[src/oba_pkg.sv]
// Shared constants, types and build-time coefficient tables of the equalizer.
// No dependencies; every design module imports it.
package oba_pkg;

   localparam int BANDS       = 9;
   localparam int SAMPLE_RATE = 48000;
   localparam int BASE_FREQ   = 16;

   localparam int BAND_W      = (BANDS > 1) ? $clog2(BANDS) : 1;
   localparam int SAMPLE_W    = 16;
   localparam int SMP_W       = SAMPLE_W + 7;
   localparam int COEF_W      = 24;
   localparam int STATE_W     = 32;
   localparam int GAIN_W      = 8;
   localparam int CSR_W       = 32;
   localparam int CSR_IDX_W   = 2;
   localparam int FRAC_W      = 22;
   localparam int MUL_W       = COEF_W + STATE_W;
   localparam int SUM_W       = MUL_W + 1;
   localparam int FS_W        = SUM_W - FRAC_W;
   localparam int DIFF_W      = FS_W + 1;
   localparam int X_W         = FS_W + 1;
   localparam int D_W         = X_W;
   localparam int PROD_W      = D_W + GAIN_W + 1;
   localparam int ACC_W       = PROD_W + BAND_W + 1;
   localparam int SCALE_SHIFT = 15;
   localparam int OUT_SHIFT   = 29;
   localparam int SCALED_W    = ACC_W + SCALE_SHIFT + 1;
   localparam int Y_W         = SCALED_W - OUT_SHIFT;

   localparam logic [CSR_W-1:0]  GAIN_LO_RST   = 32'h0000_0000;
   localparam logic [CSR_W-1:0]  GAIN_HI_RST   = 32'h8000_0080;
   localparam logic [GAIN_W-1:0] GAIN_NINE_RST = 8'h00;

   typedef logic signed [COEF_W-1:0]  coef_type;
   typedef coef_type                  coef_tab_type [BANDS];
   typedef logic signed [STATE_W-1:0] state_type;
   typedef logic signed [MUL_W-1:0]   mul_type;

   localparam state_type STATE_MAX = {1'b0, {(STATE_W-1){1'b1}}};
   localparam state_type STATE_MIN = {1'b1, {(STATE_W-1){1'b0}}};
   localparam logic signed [SAMPLE_W-1:0] OUT_MAX = {1'b0, {(SAMPLE_W-1){1'b1}}};
   localparam logic signed [SAMPLE_W-1:0] OUT_MIN = {1'b1, {(SAMPLE_W-1){1'b0}}};

   typedef enum logic [CSR_IDX_W-1:0] {
      CSR_GAIN_LO   = 2'd0,
      CSR_GAIN_HI   = 2'd1,
      CSR_GAIN_NINE = 2'd2
   } csr_index_type;

   typedef enum logic [1:0] {
      SEQ_IDLE,
      SEQ_ISSUE,
      SEQ_DRAIN
   } seq_state_type;

   typedef struct packed {
      logic              valid;
      logic              first;
      logic              last;
      logic [BAND_W-1:0] band;
   } issue_type;

   typedef struct packed {
      logic              we;
      logic [BAND_W-1:0] addr;
      state_type         d1;
      state_type         d2;
   } wr_type;

   typedef struct packed {
      logic signed [63:0] sn;
      logic signed [63:0] cs;
   } trig_type;

   localparam logic signed [63:0] ONE_Q30     = 64'sd1073741824;
   localparam logic [63:0]        HALF_PI_Q30 = 64'd1686629713;
   localparam logic signed [63:0] COEF_MAX    = 64'sd8388607;
   localparam logic signed [63:0] COEF_MIN    = -64'sd8388608;
   localparam logic signed [63:0] COEF_ONE    = 64'sd4194304;

   // Build-time only: restoring division, quotient or remainder.
   function automatic logic [63:0] udiv(input logic [63:0] num, input logic [63:0] den,
                                        input logic want_rem);
      logic [63:0] q;
      logic [63:0] rem;
      q   = '0;
      rem = '0;
      for (int i = 63; i >= 0; i--) begin
         rem = {rem[62:0], num[i]};
         if (rem >= den) begin
            rem  = rem - den;
            q[i] = 1'b1;
         end
      end
      return want_rem ? rem : q;
   endfunction

   // Build-time only: signed division truncating toward zero.
   function automatic logic signed [63:0] sdiv(input logic signed [63:0] num,
                                                input logic signed [63:0] den);
      logic [63:0] an;
      logic [63:0] ad;
      logic [63:0] q;
      an = num[63] ? 64'(-num) : 64'(num);
      ad = den[63] ? 64'(-den) : 64'(den);
      q  = udiv(an, ad, 1'b0);
      return (num[63] ^ den[63]) ? -$signed(q) : $signed(q);
   endfunction

   function automatic logic signed [63:0] sat_coef(input logic signed [63:0] v);
      logic signed [63:0] res;
      res = v;
      if (v > COEF_MAX) begin
         res = COEF_MAX;
      end else if (v < COEF_MIN) begin
         res = COEF_MIN;
      end
      return res;
   endfunction

   // Q30 sine and cosine of 2*pi*freq/SAMPLE_RATE.
   function automatic trig_type trig_q30(input logic [63:0] freq);
      logic [63:0]        red;
      logic [63:0]        ph;
      logic [63:0]        x;
      logic [63:0]        x2;
      logic [63:0]        ts;
      logic [63:0]        tc;
      logic signed [63:0] s;
      logic signed [63:0] c;
      logic [1:0]         quad;
      trig_type           t;
      red  = udiv(freq, 64'(SAMPLE_RATE), 1'b1);
      ph   = udiv(red << 32, 64'(SAMPLE_RATE), 1'b0);
      quad = ph[31:30];
      x    = ((ph & 64'h3FFF_FFFF) * HALF_PI_Q30) >> 30;
      x2   = (x * x) >> 30;
      ts   = x;
      tc   = 64'(ONE_Q30);
      s    = $signed(x);
      c    = ONE_Q30;
      for (int k = 1; k <= 6; k++) begin
         ts = udiv((ts * x2) >> 30, 64'((2 * k) * (2 * k + 1)), 1'b0);
         tc = udiv((tc * x2) >> 30, 64'((2 * k - 1) * (2 * k)), 1'b0);
         if ((k & 1) == 1) begin
            s = s - $signed(ts);
            c = c - $signed(tc);
         end else begin
            s = s + $signed(ts);
            c = c + $signed(tc);
         end
      end
      case (quad)
         2'd0: begin
            t.sn = s;
            t.cs = c;
         end
         2'd1: begin
            t.sn = c;
            t.cs = -s;
         end
         2'd2: begin
            t.sn = -s;
            t.cs = -c;
         end
         default: begin
            t.sn = -c;
            t.cs = s;
         end
      endcase
      return t;
   endfunction

   function automatic coef_tab_type build_coefs(input logic want_a);
      coef_tab_type       tab;
      trig_type           tb;
      trig_type           tcn;
      logic signed [63:0] num;
      logic signed [63:0] den;
      logic signed [63:0] r;
      logic signed [63:0] a;
      for (int b = 0; b < BANDS; b++) begin
         tb  = trig_q30(64'(BASE_FREQ) << b);
         tcn = trig_q30(64'(BASE_FREQ) << (b + 1));
         num = ONE_Q30 + tb.cs - tb.sn;
         den = ONE_Q30 + tb.cs + tb.sn;
         if (den < 64'sd1) begin
            den = 64'sd1;
         end
         r = sat_coef(sdiv(num * COEF_ONE, den));
         a = sat_coef(-sdiv((COEF_ONE + r) * tcn.cs, ONE_Q30));
         tab[b] = want_a ? COEF_W'(a) : COEF_W'(r);
      end
      return tab;
   endfunction

   localparam coef_tab_type COEF_R = build_coefs(1'b0);
   localparam coef_tab_type COEF_A = build_coefs(1'b1);

endpackage

[src/oba_delay_mem.sv]
// Per-band allpass delay memory: one write port, one registered read port.
// Entries carry valid bits so unwritten bands read as zero. Uses oba_pkg.
module oba_delay_mem
   import oba_pkg::*;
(
   input  logic              clock,
   input  logic              reset,
   input  logic              rd_en,
   input  logic [BAND_W-1:0] rd_addr,
   input  wr_type            wr,
   output state_type         rd_d1,
   output state_type         rd_d2
);

   logic [2*STATE_W-1:0] mem [BANDS];
   logic [BANDS-1:0]     vld_ff;
   logic [BANDS-1:0]     vld_in;
   logic [2*STATE_W-1:0] rdata_ff;
   logic                 rvld_ff;

   always_comb begin
      vld_in = vld_ff;
      if (wr.we) begin
         vld_in[wr.addr] = 1'b1;
      end
   end

   always_ff @(posedge clock) begin
      if (reset) begin
         vld_ff <= '0;
      end else begin
         vld_ff <= vld_in;
      end
   end

   always_ff @(posedge clock) begin
      if (wr.we) begin
         mem[wr.addr] <= {wr.d1, wr.d2};
      end
      if (rd_en) begin
         rdata_ff <= mem[rd_addr];
         rvld_ff  <= vld_ff[rd_addr];
      end
   end

   assign rd_d1 = rvld_ff ? rdata_ff[2*STATE_W-1:STATE_W] : '0;
   assign rd_d2 = rvld_ff ? rdata_ff[STATE_W-1:0] : '0;

endmodule

[config.mk]
export PLATFORM = sky130hd
export DESIGN_NAME = oba_delay_mem
export DESIGN_NICKNAME = d
export VERILOG_FILES = /design/src/oba_pkg.sv /design/src/oba_delay_mem.sv
export SDC_FILE = /design/constraint.sdc
export NUM_CORES = 1
export LEC_CHECK = 0
export BUFFER_PORTS_ARGS = -buffer_cell sky130_fd_sc_hd__buf_4
export CORE_MARGIN = 2
export CORE_UTILIZATION = 40
export DETAILED_ROUTE_END_ITERATION = 7
export SYNTH_ARGS = -nofsm -noshare
export SYNTH_HDL_FRONTEND = slang
export SYNTH_SLANG_ARGS = --single-unit
[constraint.sdc]
create_clock -name clock -period 7.4 [get_ports clock]
set_input_delay 0.74 -clock clock [delete_from_list [all_inputs] [get_ports clock]]
set_output_delay 0.74 -clock clock [all_outputs]
set_load 0.05 [all_outputs]
==> metrics.md <==
| Metric | Value |
|---|---|
| Status | `finished clean` |
| CTS clk-pin slew, worst paths | `60 ps` |
| Yosys reg bits | `650` |
| CP Class | `in2reg` |
| Buffers on Ports | `139` |
| Final Hold Viols | `0` |
| Max Clock Skew | `11.3 ps` |
| Die Ht | `255 µm` |
| Synth Cell Area | `25,200 µm²` |
| Combinational share of power | `6.1%` |
| Buf/Inv on CP | `2` |
| Postcts setup bufs | `0` |
| Ys async rst share | `0%` |
| GRT Total Usage | `17.1%` |
| Max cap viols | `0` |
| Initial antenna violation count | `4` |
| Routed len/inst | `22.9 µm` |
| TritonCTS clock tree | `done` |
| Fin crit share | `35.6%` |
| Commonest cells in the synthesized netlist | `edfxtp_1, mux2_2, mux2i_1` |
| Core Area | `61,900 µm²` |
| Ports | `140` |
| Number of global-route vias before repair | `13,100` |
| Detailed Route WL | `54,900 µm` |
| Placed Area | `27,000 µm²` |
| Final Max Tran Viols | `0` |
| Hold Startpoint | `wr[19]` |
| Finish-stage setup viols | `0` |
| Max-slew headroom | `25.9%` |
| Max clock buf depth | `3` |
| Fin Setup TNS | `0 ps` |
| CP max-delay cell | `buf_4` |
| Setup crit start kind | `primary input` |
| Top Family by Delay on Critical Path | `buffers and inverters` |
| Mean area per synthesized cell | `18.7 µm²` |
| R2r startpoint | `mem[2][10]$_DFFE_PP_` |
| Total Power | `7.84 mW` |
| Die width | `255 µm` |
| WP data arrival | `2940 ps` |
| Synthesis-to-layout area growth | `15.6%` |
| P_leak | `9.92 nW` |
| CP required | `7700 ps` |
| Top-area cell type share of the netlist area | `76.5%` |
| Area leader, netlist | `edfxtp_1` |
| CP max FO | `91` |
| First-pass GRT wire length | `81,600 µm` |
| Main synth FF type | `edfxtp_1` |
| Share of power burned in registers | `53.2%` |
| Clock Sinks | `650` |
| Pwr dens | `270 nW/µm²` |
| Filler cells | `5,288` |
| Switching power | `1.68 mW` |
| Cells after Synth | `1,348` |
| Worst vdd ir | `0.000151 V` |
| Setup WS pre-CTS | `4190 ps` |
| Fin nets | `1,578` |
| H-tree depth | `3` |
| Share of cells above drive strength 1 | `27.1%` |
| Initial Util | `40.6%` |
| Clk_lat worst skew | `590 ps` |
| Power Internal | `6.16 mW` |
| Post-route cell area | `29,100 µm²` |
| Sw frac | `21.4%` |
| Clock tree root buffer cell | `clkbuf_16` |
| Row count | `91` |
| Final worst-path setup slack | `4760 ps` |
| Drt pass-1 iters | `5` |
| Worst slew pin tran | `1110 ps` |
| Routability cong. | `0.740` |
| Overflow after GRT | `0` |
| Initial DRC count | `806` |
| DR vias | `12,600` |
| CTS resizes | `0` |
| Min Tclk post-route | `2640 ps` |
| Hold/Removal Path Class | `in2reg` |
| Post-synth EDFFs | `641` |
| Yosys warnings | `0` |
| CP peak stage delay | `770 ps` |
| RSZ-0062 raised after global routing | `false` |
| TritonCTS Buffers | `68` |
| Post-synth cell types | `34` |
| Die footprint | `64,900 µm²` |
| Dpl hpwl | `27,900 µm` |
| CP cell instances | `buf_8, buf_4, mux2_2, o22ai_1, o31ai_2` |
| Number of hold buffers added after CTS | `0` |
| Via density | `5.26` |
| Crit. Startpoint | `rd_addr[0]` |
| CP endpoint kind | `register` |
| FMAX | `0.379 GHz` |
| Register area share after synthesis | `77.2%` |
| DRC viols | `0` |
| Final ANT Viol Nets | `0` |
| Most common cell in the netlist | `edfxtp_1` |
| Syn Nets | `1,424` |
| Clock network power share | `40.7%` |
| Synth area leaders | `edfxtp_1, mux2_2, mux2i_1` |
| Largest net degree at the start of global routing | `121` |
[layout make-up]
cell class | count | area [µm²] | area share, %
multi-input cells | 619 | 5290 | 18.2
diodes | 2 | 5.00 | 0.0172
well taps | 837 | 1050 | 3.60
inverters | 2 | 7.51 | 0.0258
repair buffers | 161 | 1230 | 4.23
clock buffers | 90 | 1820 | 6.24
flip-flops and latches | 650 | 19400 | 66.8
clock inverters | 35 | 256 | 0.882
[flip-flops by register name, indices dropped and copies added, names as in the netlist]
| signal | cells |
|---|---|
| rvld_ff | 1 |
| vld_ff | 9 |
| rdata_ff | 64 |
| mem | 576 |
[path summary, 6_finish.rpt]
kind                             to  slack [ps]  cells past startpoint
max          rdata_ff[61]$_DFFE_PP_        4760                      5
min            mem[7][19]$_DFFE_PP_         380                      1
max reg2reg  rdata_ff[10]$_DFFE_PP_        6140                      3
min reg2reg  vld_ff[5]$_SDFFE_PP0P_         480                      1
[cell families (layout without fill, tap and decap cells)]
group / Yosys count / count (layout) / synth area share, %
flip-flops: 650 / 650 / 77.2
AND/OR/NAND/NOR: 156 / 156 / 3.12
AO/OA/AOI/OAI: 204 / 204 / 6.58
multiplexers: 259 / 259 / 11.0
buffers and inverters: 79 / 288 / 2.06
other: 0 / 2 / 0
[power by group through the flow]
stage | Combinational [mW] | Clock (mW) | Sequential [mW]
floorplan | 0.305 | 0 | 4.24
global placement | 0.478 | 0 | 4.24
detailed placement | 0.487 | 0 | 4.25
CTS | 0.488 | 3.26 | 4.17
global route | 0.516 | 3.41 | 4.17
finish | 0.480 | 3.19 | 4.17
[layer usage]
| metal | track usage (%) | routed length, µm | share of wire [%] | up-vias |
|---|---|---|---|---|
| met5 | 0 | 27 | 0.049 | - |
| met4 | 5.28 | 979 | 1.8 | 4 |
| met3 | 3.38 | 3080 | 5.6 | 70 |
| met2 | 28.2 | 27000 | 49 | 328 |
| met1 | 22.8 | 23700 | 43 | 6508 |
| li1 | - | - | - | 5701 |
[stage by stage]
stage / hold slack [ps] / util (%) / instances
2_1_floorplan: 432 / - / 1348
3_3_place_gp: 461 / 43.6 / 2269
3_5_place_dp: 462 / 43.6 / 2269
4_1_cts: 350 / 46.9 / 2394
5_1_grt: 363 / 46.9 / 2395
6_report: 382 / 46.9 / 2396
[layout by cell type (no fill, tap or decap), types with 2 or more instances in the layout]
| master | count |
|---|---|
| a31oi_1 | 2 |
| inv_6 | 6 |
| and2_1 | 64 |
| o31ai_1 | 40 |
| clkinvlp_4 | 2 |
| diode_2 | 2 |
| nor2b_1 | 3 |
| clkinv_1 | 17 |
| clkinv_2 | 7 |
| o21ba_2 | 5 |
| a21oi_1 | 2 |
| edfxtp_1 | 641 |
| a22o_1 | 64 |
| clkbuf_1 | 20 |
| dfxtp_1 | 9 |
| mux2i_1 | 128 |
| inv_1 | 2 |
| nand3_1 | 2 |
| nor3_2 | 3 |
| bufinv_16 | 3 |
| clkbuf_16 | 69 |
| nor2_4 | 3 |
| buf_4 | 159 |
| nor2_1 | 5 |
| and2_4 | 2 |
| nand2_1 | 66 |
| o31ai_2 | 24 |
| mux2_2 | 129 |
| o22ai_1 | 64 |
[worst reg2reg max path, stage by stage, from the launching register on]
cell and delay [ps]:
edfxtp_1 330, mux2i_1 60, a22o_1 260, o31ai_1 370
(Power assumes the default switching activity.)
