[src/oba_pkg.sv]
// Shared constants, types and build-time coefficient tables of the equalizer.
// No dependencies; every design module imports it.
package oba_pkg;

   localparam int BANDS       = 9;
   localparam int SAMPLE_RATE = 48000;
   localparam int BASE_FREQ   = 16;

   localparam int BAND_W      = (BANDS > 1) ? $clog2(BANDS) : 1;
   localparam int SAMPLE_W    = 16;
   localparam int SMP_W       = SAMPLE_W + 7;
   localparam int COEF_W      = 24;
   localparam int STATE_W     = 32;
   localparam int GAIN_W      = 8;
   localparam int CSR_W       = 32;
   localparam int CSR_IDX_W   = 2;
   localparam int FRAC_W      = 22;
   localparam int MUL_W       = COEF_W + STATE_W;
   localparam int SUM_W       = MUL_W + 1;
   localparam int FS_W        = SUM_W - FRAC_W;
   localparam int DIFF_W      = FS_W + 1;
   localparam int X_W         = FS_W + 1;
   localparam int D_W         = X_W;
   localparam int PROD_W      = D_W + GAIN_W + 1;
   localparam int ACC_W       = PROD_W + BAND_W + 1;
   localparam int SCALE_SHIFT = 15;
   localparam int OUT_SHIFT   = 29;
   localparam int SCALED_W    = ACC_W + SCALE_SHIFT + 1;
   localparam int Y_W         = SCALED_W - OUT_SHIFT;

   localparam logic [CSR_W-1:0]  GAIN_LO_RST   = 32'h0000_0000;
   localparam logic [CSR_W-1:0]  GAIN_HI_RST   = 32'h8000_0080;
   localparam logic [GAIN_W-1:0] GAIN_NINE_RST = 8'h00;

   typedef logic signed [COEF_W-1:0]  coef_type;
   typedef coef_type                  coef_tab_type [BANDS];
   typedef logic signed [STATE_W-1:0] state_type;
   typedef logic signed [MUL_W-1:0]   mul_type;

   localparam state_type STATE_MAX = {1'b0, {(STATE_W-1){1'b1}}};
   localparam state_type STATE_MIN = {1'b1, {(STATE_W-1){1'b0}}};
   localparam logic signed [SAMPLE_W-1:0] OUT_MAX = {1'b0, {(SAMPLE_W-1){1'b1}}};
   localparam logic signed [SAMPLE_W-1:0] OUT_MIN = {1'b1, {(SAMPLE_W-1){1'b0}}};

   typedef enum logic [CSR_IDX_W-1:0] {
      CSR_GAIN_LO   = 2'd0,
      CSR_GAIN_HI   = 2'd1,
      CSR_GAIN_NINE = 2'd2
   } csr_index_type;

   typedef enum logic [1:0] {
      SEQ_IDLE,
      SEQ_ISSUE,
      SEQ_DRAIN
   } seq_state_type;

   typedef struct packed {
      logic              valid;
      logic              first;
      logic              last;
      logic [BAND_W-1:0] band;
   } issue_type;

   typedef struct packed {
      logic              we;
      logic [BAND_W-1:0] addr;
      state_type         d1;
      state_type         d2;
   } wr_type;

   typedef struct packed {
      logic signed [63:0] sn;
      logic signed [63:0] cs;
   } trig_type;

   localparam logic signed [63:0] ONE_Q30     = 64'sd1073741824;
   localparam logic [63:0]        HALF_PI_Q30 = 64'd1686629713;
   localparam logic signed [63:0] COEF_MAX    = 64'sd8388607;
   localparam logic signed [63:0] COEF_MIN    = -64'sd8388608;
   localparam logic signed [63:0] COEF_ONE    = 64'sd4194304;

   // Build-time only: restoring division, quotient or remainder.
   function automatic logic [63:0] udiv(input logic [63:0] num, input logic [63:0] den,
                                        input logic want_rem);
      logic [63:0] q;
      logic [63:0] rem;
      q   = '0;
      rem = '0;
      for (int i = 63; i >= 0; i--) begin
         rem = {rem[62:0], num[i]};
         if (rem >= den) begin
            rem  = rem - den;
            q[i] = 1'b1;
         end
      end
      return want_rem ? rem : q;
   endfunction

   // Build-time only: signed division truncating toward zero.
   function automatic logic signed [63:0] sdiv(input logic signed [63:0] num,
                                                input logic signed [63:0] den);
      logic [63:0] an;
      logic [63:0] ad;
      logic [63:0] q;
      an = num[63] ? 64'(-num) : 64'(num);
      ad = den[63] ? 64'(-den) : 64'(den);
      q  = udiv(an, ad, 1'b0);
      return (num[63] ^ den[63]) ? -$signed(q) : $signed(q);
   endfunction

   function automatic logic signed [63:0] sat_coef(input logic signed [63:0] v);
      logic signed [63:0] res;
      res = v;
      if (v > COEF_MAX) begin
         res = COEF_MAX;
      end else if (v < COEF_MIN) begin
         res = COEF_MIN;
      end
      return res;
   endfunction

   // Q30 sine and cosine of 2*pi*freq/SAMPLE_RATE.
   function automatic trig_type trig_q30(input logic [63:0] freq);
      logic [63:0]        red;
      logic [63:0]        ph;
      logic [63:0]        x;
      logic [63:0]        x2;
      logic [63:0]        ts;
      logic [63:0]        tc;
      logic signed [63:0] s;
      logic signed [63:0] c;
      logic [1:0]         quad;
      trig_type           t;
      red  = udiv(freq, 64'(SAMPLE_RATE), 1'b1);
      ph   = udiv(red << 32, 64'(SAMPLE_RATE), 1'b0);
      quad = ph[31:30];
      x    = ((ph & 64'h3FFF_FFFF) * HALF_PI_Q30) >> 30;
      x2   = (x * x) >> 30;
      ts   = x;
      tc   = 64'(ONE_Q30);
      s    = $signed(x);
      c    = ONE_Q30;
      for (int k = 1; k <= 6; k++) begin
         ts = udiv((ts * x2) >> 30, 64'((2 * k) * (2 * k + 1)), 1'b0);
         tc = udiv((tc * x2) >> 30, 64'((2 * k - 1) * (2 * k)), 1'b0);
         if ((k & 1) == 1) begin
            s = s - $signed(ts);
            c = c - $signed(tc);
         end else begin
            s = s + $signed(ts);
            c = c + $signed(tc);
         end
      end
      case (quad)
         2'd0: begin
            t.sn = s;
            t.cs = c;
         end
         2'd1: begin
            t.sn = c;
            t.cs = -s;
         end
         2'd2: begin
            t.sn = -s;
            t.cs = -c;
         end
         default: begin
            t.sn = -c;
            t.cs = s;
         end
      endcase
      return t;
   endfunction

   function automatic coef_tab_type build_coefs(input logic want_a);
      coef_tab_type       tab;
      trig_type           tb;
      trig_type           tcn;
      logic signed [63:0] num;
      logic signed [63:0] den;
      logic signed [63:0] r;
      logic signed [63:0] a;
      for (int b = 0; b < BANDS; b++) begin
         tb  = trig_q30(64'(BASE_FREQ) << b);
         tcn = trig_q30(64'(BASE_FREQ) << (b + 1));
         num = ONE_Q30 + tb.cs - tb.sn;
         den = ONE_Q30 + tb.cs + tb.sn;
         if (den < 64'sd1) begin
            den = 64'sd1;
         end
         r = sat_coef(sdiv(num * COEF_ONE, den));
         a = sat_coef(-sdiv((COEF_ONE + r) * tcn.cs, ONE_Q30));
         tab[b] = want_a ? COEF_W'(a) : COEF_W'(r);
      end
      return tab;
   endfunction

   localparam coef_tab_type COEF_R = build_coefs(1'b0);
   localparam coef_tab_type COEF_A = build_coefs(1'b1);

endpackage

[src/oba_out_stage.sv]
// Output scaling by 32767/2^29, truncation toward zero, saturation and result register.
// Fed by oba_band_dp; uses oba_pkg.
module oba_out_stage
   import oba_pkg::*;
(
   input  logic                       clock,
   input  logic                       reset,
   input  logic                       acc_done,
   input  logic signed [ACC_W-1:0]    acc_sum,
   input  logic                       rsp_stall,
   output logic                       rsp_valid,
   output logic signed [SAMPLE_W-1:0] rsp_sample_out,
   output logic                       rsp_clipped,
   output logic                       load
);

   logic                       fin_ff;
   logic                       rsp_valid_ff;
   logic signed [SCALED_W-1:0] scaled_ff;
   logic signed [SCALED_W-1:0] scaled_in;
   logic signed [SCALED_W-1:0] adj;
   logic signed [Y_W-1:0]      y;
   logic                       in_range;
   logic signed [SAMPLE_W-1:0] sample_ff, sample_in;
   logic                       clip_ff;

   assign load = fin_ff && (!rsp_valid_ff || !rsp_stall);

   always_comb begin
      scaled_in = (SCALED_W'(acc_sum) <<< SCALE_SHIFT) - SCALED_W'(acc_sum);
      adj = scaled_ff[SCALED_W-1] ? scaled_ff + SCALED_W'({OUT_SHIFT{1'b1}}) : scaled_ff;
      y   = adj[SCALED_W-1:OUT_SHIFT];
      in_range = (y[Y_W-1:SAMPLE_W-1] == '0) || (y[Y_W-1:SAMPLE_W-1] == '1);
      if (in_range) begin
         sample_in = y[SAMPLE_W-1:0];
      end else begin
         sample_in = y[Y_W-1] ? OUT_MIN : OUT_MAX;
      end
   end

   always_ff @(posedge clock) begin
      if (reset) begin
         fin_ff       <= 1'b0;
         rsp_valid_ff <= 1'b0;
      end else begin
         if (acc_done) begin
            fin_ff <= 1'b1;
         end else if (load) begin
            fin_ff <= 1'b0;
         end
         if (load) begin
            rsp_valid_ff <= 1'b1;
         end else if (!rsp_stall) begin
            rsp_valid_ff <= 1'b0;
         end
      end
   end

   always_ff @(posedge clock) begin
      if (acc_done) begin
         scaled_ff <= scaled_in;
      end
      if (load) begin
         sample_ff <= sample_in;
         clip_ff   <= !in_range;
      end
   end

   assign rsp_valid      = rsp_valid_ff;
   assign rsp_sample_out = sample_ff;
   assign rsp_clipped    = clip_ff;

endmodule

[config.mk]
export PLATFORM = sky130hd
export DESIGN_NAME = oba_out_stage
export DESIGN_NICKNAME = d
export VERILOG_FILES = /design/src/oba_pkg.sv /design/src/oba_out_stage.sv
export SDC_FILE = /design/constraint.sdc
export NUM_CORES = 1
export LEC_CHECK = 0
export BUFFER_PORTS_ARGS = -buffer_cell sky130_fd_sc_hd__buf_4
export CORE_ASPECT_RATIO = 1.1
export CORE_MARGIN = 4
export CORE_UTILIZATION = 65
export DETAILED_ROUTE_END_ITERATION = 12
export PLACE_DENSITY = 0.9
export SETUP_SLACK_MARGIN = 0.1
export SYNTH_ARGS = -nofsm -noshare
export SYNTH_HDL_FRONTEND = slang
export SYNTH_SLANG_ARGS = --single-unit
[constraint.sdc]
create_clock -name clock -period 8.7 [get_ports clock]
set_clock_uncertainty 0.1 [all_clocks]
set_input_delay 1.74 -clock clock [delete_from_list [all_inputs] [get_ports clock]]
set_output_delay 1.74 -clock clock [all_outputs]
set_load 0.02 [all_outputs]
==> results.txt, run 1 <==
* Area fraction of the dominant cell type after synthesis: 36.0%
- The final max-slew violation count came to 0.
* Max-slew headroom: 37.2%
* All-layer global routing usage: 29.0%
- Part of the cycle the worst path needs: 55.7%
* Drc violations: 0
- After detailed routing, the number of vias per cell comes to 6.44.
- Once layout is complete, the cells apart from fillers number 965.
- After detailed routing, the average wire length per cell comes to 18.4 um.
- Synthesized area per cell: 9.14 sq um
- Top FF cell, synth: sky130_fd_sc_hd__edfxtp_1
* Busiest grt layer: met2
- # Post-CTS Setup Buffers: 0
- Syn_nets: 861
* Most common library cell in the layout ignoring fill and taps: sky130_fd_sc_hd__edfxtp_1
- Area enclosed by the die boundary: 12400 sq um
- Maximum fanout along the worst path: 5
- Remaining Overflow, GRT: 0
* Sequential element share of the synthesized area: 36.6%
* Critical path arrival: 4830 ps
- Cells with a size suffix above 1 make up 13.1% of the layout.
- After filler insertion, the fill cell instance count of the layout stands at 765.
* Count of nets after finishing: 921
- The critical path is of the in -> reg type.
- Clk Latency, worst-skew pair: 340 ps
- Number of CTS-inserted buffers: 9
- After detailed placement, the design holds a cell count of 949.
- Worst setup startpoint: acc_sum[0]
- Run status: completed
- At the end of routability-driven placement, the weighted congestion stood at 0.989.
- Proportion of synthesized flip-flops having asynchronous set or reset: 0%
- IR analysis of the VDD net gives a maximum drop of 128 uV.
* Number of max-cap violations: 0
* IO Port Bufs: 72
- Met2 usage: 44.3%
- The total area inside the core boundary comes to 10400 sq um.
* Maximum clock insertion buffer count: 2
- Final hold viol count: 0
* Total area of sequential cells: 2530 sq um
- In this run, post-CTS repair resized a total of 0 instances.
- Number of register bits inferred by synthesis: 85
- Setup repair after global routing left no endpoint under its margin.
- For this design the top-level I/O count stands at 73.
- Post-cts hold buffer count: 0
- Number of antenna diodes: 0
- First-pass GRT wire length: 28.4 mm
* Floorplan die width: 106 um
- Entering global routing, the biggest net connects 68 pins.
- At the end of the flow the core is filled with cells to 75.4%.
- Yosys attributes the largest share of cell area to sky130_fd_sc_hd__edfxtp_1 36%, sky130_fd_sc_hd__ha_1 9.0%, sky130_fd_sc_hd__xnor2_1 5.3%, sky130_fd_sc_hd__xor2_1 4.9%, sky130_fd_sc_hd__a21oi_1 4.7%.
* Sort of element at the start of the critical path: input pin
- Measured slew at the worst slew-check pin: 934 ps
* Total number of vias: 6211
- Synthesis handed over a netlist of 757 instances.
* Final critical delay including setup and external delays: 4850 ps
* Origin of the worst min-delay path: fin_ff
- The multi-input combinational cells in the finished layout cover a total of 4030 sq um.
- Cell with the biggest individual delay on the critical path: sky130_fd_sc_hd__or4b_2
- Maximum clock frequency: 0.206 GHz
- Core Rows: 39
- sky130_fd_sc_hd__edfxtp_1 takes more of the synthesized area than any other cell.
- The first detailed-routing pass ran for 5 iterations.
- Area Overhead vs Synth: 13.4%
* Final sum of negative setup slack: 0 ps
- For this block, the initial DRC count from the detailed router was 645.
- Final Setup Violations: 0
- Clock root cell: sky130_fd_sc_hd__clkbuf_16
- The via count of the first global-routing pass came to 5721.
* Critical Path Max Stage Delay: 650 ps
- Clock Sinks: 85
- Post-Route Hold Slack: 405 ps
- Summed over all cells, the static leakage comes to 3.23 nW.
- Initial antenna violation count: 0
* Met3 global-route usage: 4.81%
- The top cell types in the final layout, fill and taps aside, are 83 x sky130_fd_sc_hd__edfxtp_1, 74 x sky130_fd_sc_hd__buf_4, 65 x sky130_fd_sc_hd__a21oi_1.
- Required time of the worst setup path: 8680 ps
- Pwr/cell area: 168 nW/um^2
* Final standard cell area without fillers: 7840 sq um
- Clock-pin slew was measured on the worst setup and hold paths at 60 ps.
- The H-tree was split into 3 levels.
* Cells along the critical path: buf_4 -> ha_1 -> or4b_2 -> nor4_4 -> o211ai_2 -> o221ai_1 -> a41o_1 -> a21oi_1 -> o21ai_0 -> a21boi_0 -> xnor2_1
* Starting utilization of the core area: 66.5%
- CTS tree: done
- Wirelength, routed: 17.8 mm
- The worst register-to-register path begins at scaled_ff[36].
* Cell variety after synth: 72
* Detail Placement HPWL: 13.7 mm
- The placed instances occupy a cell area of 7530 sq um.
* Critical Path End Type: register
- Post-synthesis cell area: 6920 sq um
- The min-delay analysis places its worst path in the category reg -> reg.
* Number of synthesized flops with an enable pin: 83
* Met1 demand-to-capacity share in global routing: 40.6%
- Number of warnings reported in the yosys synthesis log: 0
* Die H: 116 um
* Detail Route Antenna Nets: 0
==> final timing paths <==
kind              cells past startpoint  slack [ps]                end
setup / recovery                     11        3850      scaled_ff[56]
hold / removal                        2         400          rsp_valid
setup reg to reg                      9        4860  rsp_sample_out[9]
hold reg to reg                       2         400          rsp_valid
==> synth_stat cells (3+ instances only) <==
cell and number:
sky130_fd_sc_hd__a31oi_1 9, sky130_fd_sc_hd__nand2b_1 5, sky130_fd_sc_hd__xnor2_1 42, sky130_fd_sc_hd__nand4_1 18, sky130_fd_sc_hd__and2_1 5, sky130_fd_sc_hd__a21o_1 25
sky130_fd_sc_hd__or3_1 4, sky130_fd_sc_hd__ha_1 50, sky130_fd_sc_hd__nor2_1 45, sky130_fd_sc_hd__nand2_1 62, sky130_fd_sc_hd__o21bai_1 7, sky130_fd_sc_hd__nor3_1 23
sky130_fd_sc_hd__o211ai_1 8, sky130_fd_sc_hd__o31ai_1 5, sky130_fd_sc_hd__clkbuf_1 20, sky130_fd_sc_hd__a21boi_0 5, sky130_fd_sc_hd__o221ai_1 4, sky130_fd_sc_hd__nand3b_1 3
sky130_fd_sc_hd__inv_1 62, sky130_fd_sc_hd__o21a_1 3, sky130_fd_sc_hd__a41o_1 3, sky130_fd_sc_hd__o21ai_0 34, sky130_fd_sc_hd__and3_1 8, sky130_fd_sc_hd__and4_1 5
sky130_fd_sc_hd__a221oi_1 5, sky130_fd_sc_hd__edfxtp_1 83, sky130_fd_sc_hd__nand3_1 23, sky130_fd_sc_hd__nor2b_1 9, sky130_fd_sc_hd__or4_1 4, sky130_fd_sc_hd__xor2_1 39
sky130_fd_sc_hd__a211oi_1 11, sky130_fd_sc_hd__a21oi_1 65, sky130_fd_sc_hd__nor4_1 16
==> sequential cells by signal, summed over array words and instances (netlist names) <==
signal / flops
rsp_clipped: 1
scaled_ff: 66
rsp_sample_out: 16
rsp_valid: 1
fin_ff: 1
==> critical path: cells and delay by family <==
family	cells	cell delay [ps]
XOR/XNOR	1	160
AND/OR/NAND/NOR	2	1020
buffers and inverters	1	130
adder cells (fa/ha/maj)	1	300
AO/OA/AOI/OAI	6	1470
==> kinds of logic after synthesis <==
kind of cell / count (synthesis) / share of synthesized area (%)
DFF: 85 / 36.6
and+or+nand+nor: 250 / 19.5
muxes: 1 / 0.163
xor gates and xnor gates: 81 / 10.3
adders and majority gates: 50 / 9.05
buffers and inverters: 87 / 5.05
AOI/OAI and AO/OA: 203 / 19.4
==> area by class of cell <==
cell class,count,area share [%]
clock inverters,6,0.878
well taps,143,2.28
clock buffers,10,3.05
multi-input cells,585,51.4
flip-flops and latches,85,32.3
repair buffers,74,7.08
inverters,62,2.97
==> power breakdown <==
part | total, mW | switching (mW) | internal (mW) | leakage [nW]
Combinational | 0.365 | 0.216 | 0.149 | 2.26
Sequential | 0.565 | 0.0440 | 0.521 | 0.819
Clock | 0.391 | 0.159 | 0.232 | 0.149
Total | 1.32 | 0.419 | 0.902 | 3.23
==> routing by layer <==
| layer | up-vias | part of all wire [%] | routed length (um) |
|---|---|---|---|
| li1 | 2942 | - | - |
| met1 | 2862 | 44 | 7780 |
| met2 | 351 | 44 | 7790 |
| met3 | 56 | 8.2 | 1460 |
| met4 | 0 | 4.1 | 728 |
| met5 | - | 0 | 0 |
==> through the flow <==
step / worst slack, ps / total power, mW
final: 3850 / 1.32
after global placement: 3690 / 0.908
after floorplan: 3400 / 0.806
after detailed placement: 3510 / 0.923
after global routing: 3700 / 1.38
after CTS: 3870 / 1.31
Power figures use the tool's default switching activity.
==> run 2, diff against run 1 <==
--- a/config.mk
+++ b/config.mk
@@ -5,12 +5,13 @@
 export SDC_FILE = /design/constraint.sdc
 export NUM_CORES = 1
 export LEC_CHECK = 0
+export ABC_AREA = 1
 export BUFFER_PORTS_ARGS = -buffer_cell sky130_fd_sc_hd__buf_4
 export CORE_ASPECT_RATIO = 1.1
 export CORE_MARGIN = 4
-export CORE_UTILIZATION = 65
+export CORE_UTILIZATION = 56
 export DETAILED_ROUTE_END_ITERATION = 12
-export PLACE_DENSITY = 0.9
+export PLACE_DENSITY = 0.82
 export SETUP_SLACK_MARGIN = 0.1
 export SYNTH_ARGS = -nofsm -noshare
 export SYNTH_HDL_FRONTEND = slang
==> constraint.sdc (replaced) <==
create_clock -name clock -period 4.25 [get_ports clock]
set_clock_uncertainty 0.1 [all_clocks]
set_input_delay 0.85 -clock clock [delete_from_list [all_inputs] [get_ports clock]]
set_output_delay 0.85 -clock clock [all_outputs]
set_load 0.02 [all_outputs]
==> run 2 against run 1 <==
Sequential cell count unchanged. Worst setup slack got worse by 3000 ps. Sequential power increased by 110%. Largest cell class unchanged. First-iteration DRC count increased by 18%. Critical path type unchanged. Critical endpoint is now scaled_ff[51]. Die area increased by 33%. Critical path depth increased by 1. Combinational power increased by 140%.
==> results.txt, run 2 <==
- Pwr/cell area: 310 nW/um^2 (+84%)
- Overall power of the completed layout: 2.83 mW (+110%)
- The per-instance average area after synthesis was 6.87 sq um (-25%).
* Number of warnings reported in the yosys synthesis log: 0 (unchanged)
- Commonest cells after routing, fill and taps aside: 295 x sky130_fd_sc_hd__nand2_1, 192 x sky130_fd_sc_hd__inv_1, 180 x sky130_fd_sc_hd__nor2_1
* Run status: completed
- The number of post-CTS setup repair buffers was 0 (unchanged).
- Pre-Repair DR Iteration Count: 5 (unchanged)
* Post-cts hold buffer count: 0 (unchanged)
* Synthesized netlist cell count: 1177 (+55%)
- Count of nets after finishing: 1361 (+48%)
- The number of H-tree levels was 3 (unchanged).
* Total number of vias: 7925 (+28%)
- Hold crit path type: reg -> reg
* IO Port Bufs: 72 (unchanged)
* Area fraction of the dominant cell type after synthesis: 30.8% (-5.2 points)
- The non-filler instance count after layout is 1450 (+50%).
* Cell with the biggest individual delay on the critical path: sky130_fd_sc_hd__a31oi_1
- The clock buffer count from CTS was 9 (unchanged).
- Reg2Reg Depth: 13 (+4)
* Area Overhead vs Synth: 13.1%
* Clk Latency, worst-skew pair: 340 ps (about the same)
- Critical path arrival: 3300 ps (-1530 ps)
* Die H: 134 um (+15%)
- Setup repair after global routing left no endpoint under its margin.
- End-of-flow core utilization: 65.5% (-10 points)
* Core Rows: 45 (+15%)
- The library cell used most frequently in the layout, excluding fill and tap cells, is sky130_fd_sc_hd__nand2_1.
- The share of synthesized area occupied by flip-flops and latches came to 31.3% (-5.3 points).
- Part of the cycle the worst path needs: 78.8%
- STA classifies the critical path startpoint as an input pin.
- The antenna diode count came to 0 (unchanged).
- Starting utilization of the core area: 57.9% (-8.6 points)
- The reg-to-reg setup timing slack came to 1510 ps (-3350 ps).
- The root buffer cell chosen for the clock tree is sky130_fd_sc_hd__clkbuf_16.
- The pin count of the biggest net entering global routing was 68 (unchanged).
* Detail Route Antenna Nets: 0 (unchanged)
* Startpoint of the lowest-slack register-to-register path: scaled_ff[14]
* Final worst setup slack: 900 ps (-2950 ps)
- The top fanout value on the critical path was 5 (unchanged).
* Floorplan die width: 123 um (+15%)
- Global placer's final weighted congestion: 0.984 (-0.46%)
* Wirelength, routed: 22.5 mm (+27%)
- Maximum clock insertion buffer count: 2 (unchanged)
- Dominant cell type by count on the critical path: sky130_fd_sc_hd__nand2_1
- The global-route congestion overflow total was 0 (unchanged).
- Syn_nets: 1281 (+49%)
* DRC violation total after the first TritonRoute iteration: 761 (+18%)
- Subtracting the final worst setup slack from the clock period gives 3350 ps.
* Measured slew at the worst slew-check pin: 775 ps (-159 ps)
* Fraction of final layout cells with drive strength greater than 1: 8.72% (-4.4 points)
- The worst hold path terminates at fin_ff.
- The sum of negative setup slack came to 0 ps (unchanged).
* Top Layer Used: met5
* Commonest cells in the synthesized netlist: 295 x sky130_fd_sc_hd__nand2_1, 192 x sky130_fd_sc_hd__inv_1, 180 x sky130_fd_sc_hd__nor2_1
* Origin of the worst min-delay path: fin_ff
* First-pass GRT wire length: 35.3 mm (+24%)
* Drc violations: 0 (unchanged)
- The top-level I/O count is 73 (unchanged).
- The critical path goes through buf_4 -> ha_1 -> nand2_1 -> inv_1 -> a21oi_1 -> o21ai_2 -> a31oi_1 -> o21ai_0 -> a21oi_1 -> inv_1 -> nand2_1 -> nand2_1.
- Maximum vdd ir drop: 250 uV (+96%)
- Static Leakage: 4.23 nW (+31%)
- The met1 routed wirelength after detailed routing came to 9.79 mm (+26%).
- Std-Cell Core Area: 14000 sq um (+34%)
- Detail Placement HPWL: 18.9 mm (+38%)
- The per-cell routed wire length was 15.5 um (-16%).
* Final Setup Violations: 0 (unchanged)
* Number of register bits inferred by synthesis: 85 (unchanged)
- Max-slew headroom: 48.3% (+11 points)
- TritonCTS built the clock tree.
* Clock Sinks: 85 (unchanged)
* Cell variety after synth: 41 (-43%)
- Critical Path Max Stage Delay: 470 ps (-180 ps)
- The cell count after placement is 1434 (+51%).
* Final hold viol count: 0 (unchanged)
- The hold-critical path depth came to 2 (unchanged).
- Number of synthesized flops with an enable pin: 83 (unchanged)
* All-layer global routing usage: 27.5% (-1.5 points)
- Cell type contributing the most total cell area after synthesis: sky130_fd_sc_hd__edfxtp_1
- Maximum clock frequency: 0.299 GHz
- The worst setup path is captured at a register.
- Detail Route met2 WL: 10.2 mm (+31%)
* Per-cell via count in the routed design: 5.47 (-15%)
- Required time of the worst setup path: 4200 ps (-4480 ps)
- The flip-flop count of the largest register after layout was 66 (unchanged).
* Post-synthesis cell area: 8090 sq um (+17%)
- The floorplan die area came to 16400 sq um (+33%).
- CTS clk-pin slew, worst paths: 60 ps (about the same)
- The final max-slew violation count is 0 (unchanged).
* Post-Place Setup Slack: 697 ps (-2820 ps)
* Worst setup path category: in -> reg
- The most used flip-flop cell after synthesis is sky130_fd_sc_hd__edfxtp_1.
* Number of max-cap violations: 0 (unchanged)
- Proportion of synthesized flip-flops having asynchronous set or reset: 0% (unchanged)
* Initial antenna violation count: 1 (+1)
- Via count of the first global-routing pass: 7279 (+27%)
* Most numerous cell in the Yosys netlist: sky130_fd_sc_hd__nand2_1
- Number of resized instances in the post-cts repair step: 0 (unchanged)
* Register name with the most flops: scaled_ff
- The routed length on met3 is 1.65 mm (+13%).
* Synth top area cells: sky130_fd_sc_hd__edfxtp_1 31%, sky130_fd_sc_hd__nand2_1 14%, sky130_fd_sc_hd__inv_1 8.9%, sky130_fd_sc_hd__nor2_1 8.4%, sky130_fd_sc_hd__ha_1 7.7%
- The worst register-to-register path ends at rsp_sample_out[7].
==> run 2: stage by stage <==
step,hold WS (ps),cell area (sq um)
2_1_floorplan,333,8090
3_3_place_gp,343,8840
3_5_place_dp,348,8840
4_1_cts,356,9140
5_1_grt,376,9140
6_report,354,9140
==> run 2: critical path: cells and delay by family <==
| kind | cells | cell delay [ps] |
|---|---|---|
| compound gates | 5 | 1490 |
| fa+ha+maj | 1 | 380 |
| buf+inv | 3 | 270 |
| simple gates | 3 | 310 |
==> run 2: kinds of logic after synthesis <==
logic type,Yosys count,share of synthesized area [%]
and+or+nand+nor,602,31.4
buffers and inverters,197,9.38
AOI/OAI and AO/OA,167,12.0
DFF,85,31.3
xor gates and xnor gates,76,8.23
adders and majority gates,50,7.74
==> run 2: per-layer routing <==
metal  global-route usage [%]  vias up
li1                         -     4001
met1                     37.0     3531
met2                     44.3      333
met3                     4.47       58
met4                     10.8        2
met5                        0        -
==> run 2: layout make-up <==
type | instances | area [sq um]
fillers | 1285 | 4820
multi-input cells | 895 | 4790
flip-flops and latches | 85 | 2530
inverters | 192 | 721
repair buffers | 74 | 556
well taps | 188 | 235
clock buffers | 9 | 225
clock inverters | 7 | 78.8
==> run 2: report_power, final <==
part           switching [mW]  internal, mW
Combinational           0.567         0.318
Clock                   0.319         0.462
Sequential             0.0995          1.07
Total                   0.985          1.85
==> run 2: worst max-delay path by stage <==
stage                startpoint       endpoint  cells after the start
finish               acc_sum[2]  scaled_ff[51]                     12
global route        acc_sum[11]  scaled_ff[51]                     11
CTS                  acc_sum[2]  scaled_ff[51]                     12
detailed placement   acc_sum[1]  scaled_ff[51]                     12
global placement     acc_sum[2]  scaled_ff[51]                     12
floorplan             rsp_stall           load                      3
